### src/hw/rtl/sobth_pkg.sv
package sobth_pkg;

  localparam int SOBTH_MAX_WIDTH = 1024;

  localparam int THR_W   = 9;
  localparam int RW_W    = 11;
  localparam int CFG_W   = 11;
  localparam int GRAD_W  = 9;
  localparam int MAG_W   = 9;
  localparam int SUM_W   = 17;
  localparam int ROOT_W  = 10;

  localparam logic [THR_W-1:0] THR_RESET = 9'd64;
  localparam logic [RW_W-1:0]  RW_RESET  = 11'd512;

  // configuration register indexes
  typedef enum logic [1:0] {
    REG_THRESHOLD   = 2'd0,
    REG_ROW_WIDTH   = 2'd1,
    REG_BORDER_MODE = 2'd2,
    REG_UNUSED      = 2'd3
  } cfg_reg_t;

  // input kinds
  localparam logic KIND_PIXEL = 1'b0;
  localparam logic KIND_FLUSH = 1'b1;

  // one window column: index 0 top, 1 centre, 2 bottom
  typedef logic [2:0][7:0] pix_col_t;

  typedef struct packed {
    logic [7:0]               edge_pixel;
    logic signed [GRAD_W-1:0] grad_x;
    logic signed [GRAD_W-1:0] grad_y;
    logic [MAG_W-1:0]         magnitude;
  } grad_res_t;

  typedef enum logic [2:0] {
    ST_IDLE,
    ST_PIX,
    ST_FMID,
    ST_FLEFT,
    ST_FRIGHT,
    ST_EMIT,
    ST_CALC,
    ST_OUT
  } ctrl_state_t;

  typedef enum logic [1:0] {
    GS_IDLE,
    GS_SQ,
    GS_ROOT
  } grad_state_t;

endpackage

### src/hw/rtl/sobth_grad.sv
module sobth_grad (
  input  logic                      clk,
  input  logic                      rst_n,
  input  logic                      start,
  input  sobth_pkg::pix_col_t       col_l,
  input  sobth_pkg::pix_col_t       col_m,
  input  sobth_pkg::pix_col_t       col_r,
  input  logic [8:0]                threshold,
  output logic                      done,
  output sobth_pkg::grad_res_t      res
);
  import sobth_pkg::*;

  grad_state_t state_r, state_nxt;
  logic signed [GRAD_W-1:0] gx_r, gy_r;
  logic [SUM_W-1:0]         sum_r;
  logic [ROOT_W-1:0]        root_r, root_nxt;
  logic [3:0]               idx_r;
  logic                     done_r;

  logic signed [11:0] sx, sy, sx_adj, sy_adj;
  logic signed [17:0] gx_sq, gy_sq;
  logic [ROOT_W-1:0]  trial;
  logic [19:0]        trial_sq;

  // sobel sums, divided by four toward zero
  always_comb begin
    sx = 12'($signed({4'b0, col_r[0]})) + 12'($signed({3'b0, col_r[1], 1'b0}))
       + 12'($signed({4'b0, col_r[2]})) - 12'($signed({4'b0, col_l[0]}))
       - 12'($signed({3'b0, col_l[1], 1'b0})) - 12'($signed({4'b0, col_l[2]}));
    sy = 12'($signed({4'b0, col_l[0]})) + 12'($signed({3'b0, col_m[0], 1'b0}))
       + 12'($signed({4'b0, col_r[0]})) - 12'($signed({4'b0, col_l[2]}))
       - 12'($signed({3'b0, col_m[2], 1'b0})) - 12'($signed({4'b0, col_r[2]}));
    sx_adj = sx + (sx[11] ? 12'sd3 : 12'sd0);
    sy_adj = sy + (sy[11] ? 12'sd3 : 12'sd0);
  end

  // squares and one root trial bit
  always_comb begin
    gx_sq    = gx_r * gx_r;
    gy_sq    = gy_r * gy_r;
    trial    = root_r | (ROOT_W'(1) << idx_r);
    trial_sq = trial * trial;
    root_nxt = (trial_sq <= {3'b0, sum_r}) ? trial : root_r;
  end

  // next state
  always_comb begin
    state_nxt = state_r;
    case (state_r)
      GS_IDLE: if (start) state_nxt = GS_SQ;
      GS_SQ:   state_nxt = GS_ROOT;
      GS_ROOT: if (idx_r == 4'd0) state_nxt = GS_IDLE;
      default: state_nxt = GS_IDLE;
    endcase
  end

  always_ff @(posedge clk) begin
    if (!rst_n) begin
      state_r <= GS_IDLE;
      done_r  <= 1'b0;
    end else begin
      state_r <= state_nxt;
      done_r  <= (state_r == GS_ROOT) && (idx_r == 4'd0);
    end
  end

  // datapath registers
  always_ff @(posedge clk) begin
    case (state_r)
      GS_IDLE: begin
        gx_r <= GRAD_W'(sx_adj >>> 2);
        gy_r <= GRAD_W'(sy_adj >>> 2);
      end
      GS_SQ: begin
        sum_r  <= SUM_W'(gx_sq + gy_sq);
        root_r <= '0;
        idx_r  <= 4'd9;
      end
      GS_ROOT: begin
        root_r <= root_nxt;
        idx_r  <= idx_r - 4'd1;
      end
      default: ;
    endcase
  end

  // result view
  always_comb begin
    done           = done_r;
    res.grad_x     = gx_r;
    res.grad_y     = gy_r;
    res.magnitude  = root_r[MAG_W-1:0];
    res.edge_pixel = ({1'b0, root_r} > {2'b0, threshold}) ? 8'd0 : 8'd255;
  end
endmodule

### config.mk
export PLATFORM = sky130hd
export DESIGN_NAME = sobth_grad
export DESIGN_NICKNAME = d
export VERILOG_FILES = /design/src/hw/rtl/sobth_pkg.sv /design/src/hw/rtl/sobth_grad.sv
export SDC_FILE = /design/constraint.sdc
export NUM_CORES = 1
export LEC_CHECK = 0
export ABC_AREA = 1
export BUFFER_PORTS_ARGS = -buffer_cell sky130_fd_sc_hd__buf_2
export CORE_MARGIN = 5
export CORE_UTILIZATION = 50
export CTS_BUF_LIST = sky130_fd_sc_hd__clkbuf_4 sky130_fd_sc_hd__clkbuf_8
export DETAILED_ROUTE_END_ITERATION = 7
export PLACE_DENSITY = 0.65
export SLEW_MARGIN = 20
export SYNTH_ARGS = -nofsm -noshare
export SYNTH_HDL_FRONTEND = slang
export SYNTH_SLANG_ARGS = --single-unit
### constraint.sdc
create_clock -name clk -period 12.9 [get_ports clk]
set_input_delay 2.58 -clock clk [delete_from_list [all_inputs] [get_ports clk]]
set_output_delay 2.58 -clock clk [all_outputs]
set_load 0.05 [all_outputs]
==> results of run 1 <==
==> registers in the layout (all words and copies together), names as in the netlist <==
signal,flops
state_r,2
sum_r,17
root_r,10
gx_r,9
done,1
idx_r,4
gy_r,9
==> worst max-delay path by stage <==
stage | cells past startpoint | slack, ns | end | start
5_1_grt | 30 | 4.68 | root_r[9] | idx_r[0]
3_5_place_dp | 29 | 5.09 | root_r[9] | idx_r[0]
6_report | 29 | 5.16 | root_r[0] | idx_r[0]
3_3_place_gp | 29 | 5.11 | root_r[9] | idx_r[0]
4_1_cts | 29 | 5.03 | root_r[2] | idx_r[0]
2_1_floorplan | 11 | 6.09 | res[28] | threshold[1]
==> cell usage after synthesis, types with 3 or more instances <==
cell | count | area share, %
ha_1 | 171 | 16
a21oi_2 | 6 | 0.40
or2_2 | 5 | 0.24
nor3_1 | 5 | 0.19
a21o_1 | 3 | 0.17
o21a_1 | 4 | 0.23
a21boi_0 | 3 | 0.17
edfxtp_1 | 49 | 11
clkinv_1 | 4 | 0.11
buf_4 | 16 | 0.91
nand2_2 | 13 | 0.62
xor2_1 | 46 | 3.1
o21ai_0 | 18 | 0.68
a31oi_1 | 3 | 0.14
inv_1 | 412 | 12
inv_2 | 3 | 0.085
nand3_2 | 3 | 0.23
nand4_1 | 7 | 0.33
xnor2_1 | 26 | 1.7
o21bai_1 | 3 | 0.17
nand3_1 | 21 | 0.80
dfxtp_1 | 3 | 0.46
fa_1 | 244 | 37
clkbuf_1 | 24 | 0.68
a21oi_1 | 60 | 2.3
nor2_1 | 64 | 1.8
nand2_1 | 228 | 6.5
==> metrics by stage <==
step,std cells,worst slack (ns)
after floorplan,1472,6.09
after global placement,1879,5.11
after detailed placement,1879,5.09
after CTS,1887,5.03
after global routing,1887,4.68
final,1887,5.16
==> cells by family (layout without fill, tap and decap cells) <==
family                     Yosys count  count (layout)
AOI/OAI and AO/OA                  115             115
adders and majority gates          415             415
buffers and inverters              459             539
DFF                                 52              52
and+or+nand+nor                    357             357
muxes                                1               1
xor gates and xnor gates            73              73
==> layout make-up <==
cell class / instances / area (sq um) / share of cell area [%]
multi-input cells: 961 / 9880 / 70.3
inverters: 419 / 1570 / 11.2
flip-flops and latches: 52 / 1530 / 10.9
repair buffers: 112 / 563 / 4.00
well taps: 335 / 419 / 2.98
clock buffers: 5 / 68.8 / 0.489
clock inverters: 3 / 28.8 / 0.205
==> layer usage <==
metal	part of all wire [%]	GRT usage (%)
met5	0	0
met4	1.8	3.79
met3	3.5	2.35
met2	52	34.2
met1	43	24.2
==> critical path, delay by kind of cell (launching register included) <==
| family | cells | cell delay (ns) |
|---|---|---|
| adder cells (fa/ha/maj) | 8 | 3.41 |
| AO/OA/AOI/OAI | 9 | 2.02 |
| buffers and inverters | 7 | 0.82 |
| AND/OR/NAND/NOR | 4 | 0.50 |
| flip-flops | 1 | 0.44 |
| XOR/XNOR | 1 | 0.20 |
==> impl_metrics.env, run 1 <==
export IMPL_synth_cell_types=49
export IMPL_syn_inst=1472
export IMPL_hold_class="flip-flop to flip-flop"
export IMPL_grt_pass1_wl_mm=45.5
export IMPL_dp_hpwl_mm=23.1
export IMPL_reg2reg_depth=29
export IMPL_layout_common_cells="inv_1, fa_1, nand2_1"
export IMPL_muxShareOfSynthArea_pct=0.0759
export IMPL_grt_overflow=0
export IMPL_whs_path_depth=2
export IMPL_drt_first_iter_violations=404
export IMPL_antenna_left=0
export IMPL_skew_ns=0.0276
export IMPL_wl_per_cell_um=13.6
export IMPL_pin_count=120
export IMPL_max_stage_delay_ns=0.53
export IMPL_cts_hold_buf=0
export IMPL_antenna_found_initial=0
export IMPL_cts_setup_buffers=0
export IMPL_vias=9205
export IMPL_cts_buffers=5
export IMPL_timing_reg2reg_setup_slack_ns=5.16
export IMPL_synth_seq_cells=52
export IMPL_gp_congestion=0.834
export IMPL_status="finished clean"
export IMPL_drc=0
export IMPL_synthArstFlopShare_pct=0
export IMPL_cts_resized=0
export IMPL_synth_top_family_by_area="adder cells"
export IMPL_setup_worst_path_end_class="flip-flop"
export IMPL_synth_seq_area_share_pct=11.6
export IMPL_firstDrtPassIters=5
export IMPL_final_util_pct=54.0
export IMPL_critPathSlowestCell="fa_1"
export IMPL_synth_edf_count=49
export IMPL_crit_type="flip-flop to flip-flop"
export IMPL_timing_rr_start="idx_r[0]"
export IMPL_setup_viol=0
export IMPL_worst_ep_arrival_time_ns=7.75
export IMPL_start_kind="flip-flop"
export IMPL_synth_simple_area_share_pct=11.4
export IMPL_relSlewSlack_pct=41.0
export IMPL_viasPerCell=4.88
export IMPL_drive_above_1_share_pct=10.4
export IMPL_diodes=0
export IMPL_wirelength_mm=25.6
export IMPL_clock_tree_root_cell="clkbuf_8"
export IMPL_grtUsageTotal_pct=18.8
export IMPL_start_util_pct=50.6
export IMPL_syn_area_sq_mm=0.0132
export IMPL_die_area_sq_mm=0.0297
export IMPL_dieWidth_um=172
export IMPL_holdPathEnd="state_r[0]"
export IMPL_fillers=2377
export IMPL_synth_xor_xnor_area_share_pct=4.90
export IMPL_rr_endpoint="root_r[0]"
export IMPL_ys_warn_count=0
export IMPL_final_hold_viol_count=0
export IMPL_slew_violations=0
export IMPL_path_max_fanout=10
export IMPL_coreArea_sq_mm=0.0261
export IMPL_clock_fmax_mhz=129
export IMPL_clk_pin_slew_worst_paths_ns=0.13
export IMPL_h_tree_depth=2
export IMPL_syn_nets=1971
export IMPL_drv_cap=0
export IMPL_tightest_slew_ns=0.885
export IMPL_design_area_sq_mm=0.0141
export IMPL_crit_required_ns=12.91
export IMPL_period_share_pct=60.0
export IMPL_ys_flop_type="edfxtp_1"
export IMPL_syn_to_final_growth_pct=6.59
export IMPL_fin_crit_ns=7.74
export IMPL_cts_sinks=52
export IMPL_cts_tree="yes"
export IMPL_rsz0062_at_grt="false"
export IMPL_synth_compound_gate_area_share_pct=5.27
export IMPL_port_buffers=111
export IMPL_dieHeight_um=172
export IMPL_fin_setup_tns_ns=0
export IMPL_fin_nets=2050
export IMPL_clock_path_buffers=2
export IMPL_place_area_sq_mm=0.0140
export IMPL_worstSkewPairLatency_ns=0.35
export IMPL_avgSynthCellArea_sq_um=8.96
export IMPL_min_from="state_r[0]"
export IMPL_holdWs_ns=0.565
export IMPL_fp_row_count=59
export IMPL_grt_pass1_vias=9954
export IMPL_grt_max_degree=20
export IMPL_final_common_cell="inv_1"
export IMPL_synth_adder_area_share_pct=53.2
Power of run 1 is not shown: default switching activity piles up to over one toggle a cycle in this logic, so the estimate is an artifact.
==> run 2: changes to the inputs <==
==> constraint.sdc (replaced) <==
create_clock -name clk -period 7.7 [get_ports clk]
set_input_delay 1.54 -clock clk [delete_from_list [all_inputs] [get_ports clk]]
set_output_delay 1.54 -clock clk [all_outputs]
set_load 0.05 [all_outputs]
==> impl_metrics.env, run 2 (synthesis gave the netlist of run 1 again) <==
export IMPL_status="finished clean"
export IMPL_min_from="state_r[1]"
export IMPL_fp_row_count=59
export IMPL_cts_setup_buffers=0
export IMPL_die_area_sq_mm=0.0297
export IMPL_use_met1_pct=23.3
export IMPL_busiest_layer="met2"
export IMPL_holdPathEnd="state_r[1]"
export IMPL_crit_top_cell="nand2_1"
export IMPL_path_max_fanout=10
export IMPL_drt_first_iter_violations=290
export IMPL_globalRouteMet2Util_pct=34.7
export IMPL_setup_viol=0
export IMPL_grt_overflow=0
export IMPL_worstSkewPairLatency_ns=0.35
export IMPL_crit_required_ns=7.77
export IMPL_clk_pin_slew_worst_paths_ns=0.13
export IMPL_reg2reg_depth=30
export IMPL_grt_pass1_wl_mm=44.9
export IMPL_wl_per_cell_um=13.4
export IMPL_fin_cells=1897
export IMPL_worst_ep_arrival_time_ns=7.18
export IMPL_rr_endpoint="root_r[0]"
export IMPL_clock_tree_root_cell="clkbuf_8"
export IMPL_cts_sinks=52
export IMPL_cts_tree="yes"
export IMPL_pin_count=120
export IMPL_grt_max_degree=20
export IMPL_grt_pass1_vias=9935
export IMPL_crit_type="flip-flop to flip-flop"
export IMPL_timing_reg2reg_setup_slack_ns=0.58
export IMPL_final_hold_viol_count=0
export IMPL_period_share_pct=92.4
export IMPL_h_tree_depth=2
export IMPL_final_common_cell="inv_1"
export IMPL_clock_fmax_mhz=141
export IMPL_syn_to_final_growth_pct=7.16
export IMPL_start_util_pct=50.6
export IMPL_gp_congestion=0.845
export IMPL_critPathSlowestCell="fa_1"
export IMPL_cts_resized=0
export IMPL_worstSetupStartpoint="idx_r[0]"
export IMPL_dieWidth_um=172
export IMPL_skew_ns=0.0254
export IMPL_place_inst=1889
export IMPL_timing_rr_start="idx_r[0]"
export IMPL_vias=9171
export IMPL_diodes=0
export IMPL_viasPerCell=4.83
export IMPL_wirelength_mm=25.5
export IMPL_grtUsageTotal_pct=18.6
export IMPL_gr_usage_met3_pct=2.54
export IMPL_rsz0062_at_grt="false"
export IMPL_coreArea_sq_mm=0.0261
export IMPL_drc=0
export IMPL_firstDrtPassIters=5
export IMPL_worst_path_buf_inv=5
export IMPL_clock_path_buffers=2
export IMPL_cts_buffers=5
export IMPL_relSlewSlack_pct=41.1
export IMPL_reg_top3="sum_r (17), root_r (10)"
export IMPL_max_stage_delay_ns=0.56
export IMPL_cp_top_family="adder cells"
export IMPL_setup_worst_path_end_class="flip-flop"
export IMPL_largest_register_ffs=17
export IMPL_whs_path_depth=2
export IMPL_dieHeight_um=172
export IMPL_hold_class="flip-flop to flip-flop"
export IMPL_port_buffers=111
export IMPL_slew_violations=0
export IMPL_regMostFlops="sum_r"
export IMPL_antenna_found_initial=0
export IMPL_drive_above_1_share_pct=11.0
export IMPL_fin_crit_ns=7.12
export IMPL_fin_setup_tns_ns=0
export IMPL_antenna_left=0
export IMPL_dp_hpwl_mm=23.1
export IMPL_layout_common_cells="inv_1, fa_1, nand2_1"
export IMPL_start_kind="flip-flop"
export IMPL_cts_hold_buf=0
export IMPL_fin_nets=2060
export IMPL_tightest_slew_ns=0.883
export IMPL_drv_cap=0
==> run 2: stage by stage <==
stage          setup WS [ns]  cell area, sq um  util [%]  hold slack (ns)
2_1_floorplan          0.990             13200         -            0.529
3_3_place_gp           0.636             14000      53.9            0.547
3_5_place_dp           0.545             14000      53.9            0.554
4_1_cts                0.511             14100      54.3            0.575
5_1_grt              0.00411             14100      54.3            0.602
6_report               0.585             14100      54.3            0.574
==> run 2: worst min-delay path, delay by kind of cell, from the launching register on <==
family / cells / cell delay, ns
AOI/OAI and AO/OA: 2 / 0.19
DFF: 1 / 0.35
==> run 2: layout make-up <==
| class | count | area (sq um) |
|---|---|---|
| multi-input combinational | 961 | 9880 |
| sequential | 52 | 1530 |
| fill | 2435 | 11900 |
| tap | 335 | 419 |
| inverter | 419 | 1570 |
| clock inverter | 3 | 28.8 |
| clock buffer | 5 | 68.8 |
| timing repair buffer | 122 | 638 |
==> run 2: worst max path at each step <==
| stage | end | cells after the start |
|---|---|---|
| 6_report | root_r[0] | 30 |
| 5_1_grt | root_r[7] | 30 |
| 4_1_cts | root_r[8] | 30 |
| 3_5_place_dp | root_r[8] | 30 |
| 3_3_place_gp | root_r[8] | 30 |
| 2_1_floorplan | root_r[0] | 29 |
==> run 2: per-layer routing <==
metal	wire [um]	up-vias	share of wire, %
li1	-	4550	-
met1	10800	4468	42
met2	13500	133	53
met3	904	20	3.5
met4	252	0	0.99
met5	0	-	0
Power of run 2 is left out for the same reason.
